`src/hdl/lob_pkg.sv`:
```
// Types and constants shared by the luma overlay blend and its checker.
package lob_pkg;

    localparam int unsigned CHAN_W = 8;
    localparam int unsigned K_W    = 9;
    localparam int unsigned IDX_W  = 1;

    // Register indexes
    localparam logic [IDX_W-1:0] REG_INTENSITY   = 1'd0;
    localparam logic [IDX_W-1:0] REG_SINGLE_MODE = 1'd1;

    localparam logic [K_W-1:0] INTENSITY_RESET = 9'd205;
    localparam logic [K_W-1:0] INTENSITY_FULL  = 9'd256;

    // Luma weights, Q0.8
    localparam logic [7:0] LUMA_R = 8'd77;
    localparam logic [7:0] LUMA_G = 8'd150;
    localparam logic [7:0] LUMA_B = 8'd29;

    typedef struct packed {
        logic [CHAN_W-1:0] base_red;
        logic [CHAN_W-1:0] base_green;
        logic [CHAN_W-1:0] base_blue;
        logic [CHAN_W-1:0] over_red;
        logic [CHAN_W-1:0] over_green;
        logic [CHAN_W-1:0] over_blue;
    } in_item_t;

    typedef struct packed {
        logic [CHAN_W-1:0] out_red;
        logic [CHAN_W-1:0] out_green;
        logic [CHAN_W-1:0] out_blue;
    } out_item_t;

endpackage

```
`src/hdl/luma_overlay_blend.sv`:
```
// Luma overlay blend: four-stage pipeline, overlay blend mode mixed by intensity.
//
//   channel | direction | handshake            | payload
//   s_      | in        | s_valid / s_ready    | s_data  (lob_pkg::in_item_t)
//   m_      | out       | m_valid / m_ready    | m_data  (lob_pkg::out_item_t)
//   cfg_    | in        | cfg_wr_en            | cfg_index, cfg_wdata
//
// One pixel per clock while m_ready does not stall; m_valid is the valid bit of the output register.
// Stages: luma, blend product, divide by 255, intensity mix into the output register.
// Each stage loads when it is empty or its successor moves, so bubbles close up
// and a stall on m_ready holds every item that has no empty stage ahead of it.
// Synchronous active-low reset clears the valid bits and restores the configuration registers.
module luma_overlay_blend (
    input  logic                        aclk,
    input  logic                        aresetn,
    input  logic                        cfg_wr_en,
    input  logic [lob_pkg::IDX_W-1:0]   cfg_index,
    input  logic [lob_pkg::K_W-1:0]     cfg_wdata,
    input  logic                        s_valid,
    output logic                        s_ready,
    input  lob_pkg::in_item_t           s_data,
    output logic                        m_valid,
    input  logic                        m_ready,
    output lob_pkg::out_item_t          m_data
);

    // x / 255 for x below 65280, so that the quotient fits eight bits: reciprocal multiply, then one correction step
    function automatic logic [7:0] div255(input logic [16:0] p);
        logic [25:0] prod;
        logic [9:0]  q;
        logic [17:0] rem;
        prod = 26'(p) * 26'd257;
        q    = prod[25:16];
        rem  = 18'(p) - 18'(q) * 18'd255;
        if (rem >= 18'd255) begin
            q = q + 10'd1;
        end
        return q[7:0];
    endfunction

    // b + (o - b) * k / 256, clamped to the channel range
    function automatic logic [7:0] mix(input logic [7:0] b, input logic [7:0] o,
                                       input logic [8:0] k);
        logic signed [9:0]  d;
        logic signed [19:0] prod;
        logic signed [20:0] sum;
        logic [7:0]         res;
        d    = $signed({2'b00, o}) - $signed({2'b00, b});
        prod = 20'(d) * 20'($signed({1'b0, k}));
        sum  = $signed({5'b00000, b, 8'h00}) + 21'(prod);
        if (sum[20]) begin
            res = 8'd0;
        end else if (sum[19:8] > 12'd255) begin
            res = 8'd255;
        end else begin
            res = sum[15:8];
        end
        return res;
    endfunction

    // Configuration registers
    logic [lob_pkg::K_W-1:0] intensity_reg;
    logic                    single_mode_reg;

    always_ff @(posedge aclk) begin
        if (!aresetn) begin
            intensity_reg   <= lob_pkg::INTENSITY_RESET;
            single_mode_reg <= 1'b0;
        end else if (cfg_wr_en) begin
            case (cfg_index)
                lob_pkg::REG_INTENSITY:   intensity_reg   <= cfg_wdata;
                lob_pkg::REG_SINGLE_MODE: single_mode_reg <= cfg_wdata[0];
                default: ;
            endcase
        end
    end

    // Pipeline registers
    logic                    v1_reg, v2_reg, v3_reg, v4_reg;
    logic [2:0][7:0]         base1_reg, base2_reg, base3_reg;
    logic [7:0]              lum1_reg;
    logic [lob_pkg::K_W-1:0] k1_reg, k2_reg, k3_reg;
    logic [2:0]              dark2_reg;
    logic [2:0][16:0]        prod2_reg;
    logic [2:0][7:0]         blend3_reg;
    lob_pkg::out_item_t      out4_reg;

    // Stage load enables, back to front
    logic ld1, ld2, ld3, ld4;
    assign ld4 = !v4_reg || m_ready;
    assign ld3 = !v3_reg || ld4;
    assign ld2 = !v2_reg || ld3;
    assign ld1 = !v1_reg || ld2;
    assign s_ready = ld1;

    // Stage 1 logic: luminance (the overlay red channel in single mode) and saturated intensity
    logic [15:0]             luma_sum;
    logic [7:0]              lum_next;
    logic [lob_pkg::K_W-1:0] k_next;

    always_comb begin
        luma_sum = 16'(lob_pkg::LUMA_R) * 16'(s_data.over_red)
                 + 16'(lob_pkg::LUMA_G) * 16'(s_data.over_green)
                 + 16'(lob_pkg::LUMA_B) * 16'(s_data.over_blue);
        lum_next = single_mode_reg ? s_data.over_red : luma_sum[15:8];
        k_next   = (intensity_reg > lob_pkg::INTENSITY_FULL) ? lob_pkg::INTENSITY_FULL
                                                             : intensity_reg;
    end

    // Stage 2 logic: doubled product, dark or light branch
    logic [2:0]       dark_next;
    logic [2:0][16:0] prod_next;
    logic [7:0]       fa, fl;

    always_comb begin
        for (int i = 0; i < 3; i++) begin
            dark_next[i] = !base1_reg[i][7];
            fa = dark_next[i] ? base1_reg[i] : 8'd255 - base1_reg[i];
            fl = dark_next[i] ? lum1_reg : 8'd255 - lum1_reg;
            prod_next[i] = {16'(fa) * 16'(fl), 1'b0};
        end
    end

    // Stage 3 logic: divide by 255 and fold the light branch
    logic [2:0][7:0] blend_next;
    logic [7:0]      quo;

    always_comb begin
        for (int i = 0; i < 3; i++) begin
            quo = div255(prod2_reg[i]);
            blend_next[i] = dark2_reg[i] ? quo : 8'd255 - quo;
        end
    end

    // Stage 4 logic: intensity mix
    lob_pkg::out_item_t out_next;

    always_comb begin
        out_next.out_red   = mix(base3_reg[2], blend3_reg[2], k3_reg);
        out_next.out_green = mix(base3_reg[1], blend3_reg[1], k3_reg);
        out_next.out_blue  = mix(base3_reg[0], blend3_reg[0], k3_reg);
    end

    // Valid bits
    always_ff @(posedge aclk) begin
        if (!aresetn) begin
            v1_reg <= 1'b0;
            v2_reg <= 1'b0;
            v3_reg <= 1'b0;
            v4_reg <= 1'b0;
        end else begin
            if (ld1) v1_reg <= s_valid;
            if (ld2) v2_reg <= v1_reg;
            if (ld3) v3_reg <= v2_reg;
            if (ld4) v4_reg <= v3_reg;
        end
    end

    // Payload stages
    always_ff @(posedge aclk) begin
        if (ld1) begin
            base1_reg <= {s_data.base_red, s_data.base_green, s_data.base_blue};
            lum1_reg  <= lum_next;
            k1_reg    <= k_next;
        end
        if (ld2) begin
            base2_reg <= base1_reg;
            k2_reg    <= k1_reg;
            dark2_reg <= dark_next;
            prod2_reg <= prod_next;
        end
        if (ld3) begin
            base3_reg  <= base2_reg;
            k3_reg     <= k2_reg;
            blend3_reg <= blend_next;
        end
        if (ld4) begin
            out4_reg <= out_next;
        end
    end

    assign m_valid = v4_reg;
    assign m_data  = out4_reg;

endmodule

```
`config.mk`:
```
export PLATFORM = sky130hd
export DESIGN_NAME = luma_overlay_blend
export DESIGN_NICKNAME = d
export VERILOG_FILES = /design/src/hdl/lob_pkg.sv /design/src/hdl/luma_overlay_blend.sv
export SDC_FILE = /design/constraint.sdc
export NUM_CORES = 2
export LEC_CHECK = 0
export BUFFER_PORTS_ARGS = -buffer_cell sky130_fd_sc_hd__buf_2
export CAP_MARGIN = 20
export CORE_UTILIZATION = 35
export CTS_CLUSTER_SIZE = 40
export DETAILED_ROUTE_END_ITERATION = 10
export GPL_TIMING_DRIVEN = 1
export SYNTH_ARGS = -nofsm -noshare
export SYNTH_HDL_FRONTEND = slang
export SYNTH_SLANG_ARGS = --single-unit
```
`constraint.sdc`:
```
create_clock -name aclk -period 7.4 [get_ports aclk]
set_input_delay 0.37 -clock aclk [delete_from_list [all_inputs] [get_ports aclk]]
set_output_delay 0.37 -clock aclk [all_outputs]
set_load 0.01 [all_outputs]
```
==> results.sh <==
export IMPL_vias_per_cell=4.74
export IMPL_synth_cell_area_um2=36500
export IMPL_drv_slew=0
export IMPL_num_rows=118
export IMPL_ys_async_sr_fraction_pct=0
export IMPL_first_iter_violations=1215
export IMPL_syn_mean_instance_area_um2=9.27
export IMPL_timing_final_crit_share_pct=100
export IMPL_slew_headroom_pct=33.3
export IMPL_worst_path_max_fanout=5
export IMPL_synth_edf_count=206
export IMPL_mostFrequentLayoutCell="inv_1"
export IMPL_drc_errors=0
export IMPL_cp_arrival_ps=7720
export IMPL_status="complete, no violations"
export IMPL_synth_ff_type="edfxtp_1"
export IMPL_yosysWarnings=0
export IMPL_io_pins=89
export IMPL_place_detailed_hpwl_mm=66.4
export IMPL_final_hold_viol_count=0
export IMPL_cts_buffer_depth=3
export IMPL_clk_latency_ps=580
export IMPL_layout_nets=5346
export IMPL_synth_largest_area_cell="fa_1"
export IMPL_grt_overflow=0
export IMPL_setup_viol=0
export IMPL_cap_violations=0
export IMPL_vias=26770
export IMPL_io_buffer_count=88
export IMPL_final_util_pct=41.5
export IMPL_wl_mm=81.3
export IMPL_area_growth_pct=17.5
export IMPL_ys_seq_area_share_pct=17.7
export IMPL_clk_pin_slew_ps=60
export IMPL_tightest_slew_ps=994
export IMPL_rsz0062_at_grt="yes"
export IMPL_fp_dieArea_um2=106000
export IMPL_hp_class="in -> reg"
export IMPL_end_kind="flop"
export IMPL_critical_path_slowest_cell="fa_1"
export IMPL_synth_cell_types=86
export IMPL_die_w_um=325
export IMPL_htreeDepth=1
export IMPL_grt_max_degree=76
export IMPL_grt_total_usage_pct=15.4
export IMPL_cts_root_buffer="clkbuf_16"
export IMPL_start_kind="flop"
export IMPL_antenna_found_initial=3
export IMPL_synthesis_nets=5032
export IMPL_cts_buffers=28
export IMPL_worst_setup_path_type="reg -> reg"
export IMPL_period_needed_ps=7400
export IMPL_max_stage_delay_ps=510
export IMPL_largest_reg_flops=48
export IMPL_final_cell_mix="inv_1 (871), ha_1 (526), fa_1 (462), nand2_1 (340), buf_4 (264)"
export IMPL_place_gp_congestion=0.856
export IMPL_syn_inst=3933
export IMPL_ant_nets=0
export IMPL_drive_gt1_share_pct=15.1
export IMPL_die_y_um=325
export IMPL_max_clock_freq_mhz=135
export IMPL_start_util_pct=35.3
export IMPL_grt_pass1_wl_mm=135
export IMPL_grt_pass1_vias=27126
export IMPL_cts_tree="built"
export IMPL_core_region_area_um2=103000
export IMPL_numClockSinks=220
export IMPL_finClkSkew_ps=27.8
export IMPL_wl_per_cell_um=14.4
export IMPL_synth_area_top_cells="fa_1 (26%), ha_1 (20%), edfxtp_1 (17%), inv_1 (9.3%), nand2_1 (3.6%)"
export IMPL_synth_top_area_share_pct=25.6
export IMPL_dr_pass1_iters=5
export IMPL_ys_ff_latch=220
export IMPL_worstPathRequired_ps=7730
-- what timing repair did --
item                                    in CTS  in global routing
endpoints found under the setup margin      26                 48
hold buffers                                16                  0
gates cloned                                 0                  1
resized for setup                           43                213
buffers inserted                            18                 43
pin swaps                                   33                143
endpoints found under the hold margin       16                  0
-- path summary, 6_finish.rpt --
path                                  endpoint           from  cells past startpoint  slack, ps
worst max-delay path            blend3_reg[20]  prod2_reg[39]                     32          4
worst min-delay path             base1_reg[14]     s_data[38]                      1         30
worst min register to register       k3_reg[7]      k2_reg[7]                      0        410
worst max register to register  blend3_reg[20]  prod2_reg[39]                     32          4
-- cell type report --
class                           count  area, µm²
Timing Repair Buffer              376       2680
Antenna cell                        1       2.50
Clock inverter                     21        148
Multi-Input combinational cell   2719      27700
Fill cell                       10136      60500
Tap cell                         1380       1730
Clock buffer                       31        733
Sequential cell                   220       6470
Inverter                          902       3390
-- synth_stat cells (21+ instances only) --
cell type	count
nand2_1	347
nor2_1	172
and3_1	21
nand3_1	48
a21oi_1	170
nor2b_1	59
o22ai_1	34
o21ai_0	131
ha_1	570
and2_1	78
edfxtp_1	206
xor2_1	59
nor3_1	28
clkbuf_1	79
o21a_1	35
nand2b_1	94
xnor2_1	142
fa_1	466
inv_1	901
a21o_1	36
-- kinds of logic after synthesis --
kind of cell             synth area share, %
AND/OR/NAND/NOR                         12.1
buffers and inverters                   10.3
XOR/XNOR                                5.01
flip-flops                              17.7
adder cells (fa/ha/maj)                 45.1
AO/OA/AOI/OAI                           9.50
multiplexers                           0.196
-- critical path: cells and delay by family, from the launching register on --
family                   cells  cell delay, ps
XOR/XNOR                     2             270
flip-flops                   1             430
adder cells (fa/ha/maj)      8            2870
AND/OR/NAND/NOR              5             960
buffers and inverters        7             640
AO/OA/AOI/OAI               10            1970
-- per-stage QoR --
stage	std cells	TNS, ps	hold WS [ps]	cell area (µm²)	setup slack [ps]
floorplan	3933	0	400	36600	10.2
global placement	5523	-1330	401	40000	-264
detailed placement	5523	-3450	405	40000	-347
CTS	5609	-19.6	1.33	41400	-19.6
global route	5650	-2650	16.7	42800	-311
finish	5650	0	32.7	42800	3.66
-- routing by layer --
metal	part of all wire (%)	global-route usage [%]	wire (µm)
met5	0.034	0	28
met1	47	21.2	38200
met4	1.5	2.34	1230
met2	47	25.9	37900
met3	4.8	2.09	3940
Power is left out: the tool's default activity adds up to more than one toggle a clock period on the data nets, which glitch-free logic cannot reach.
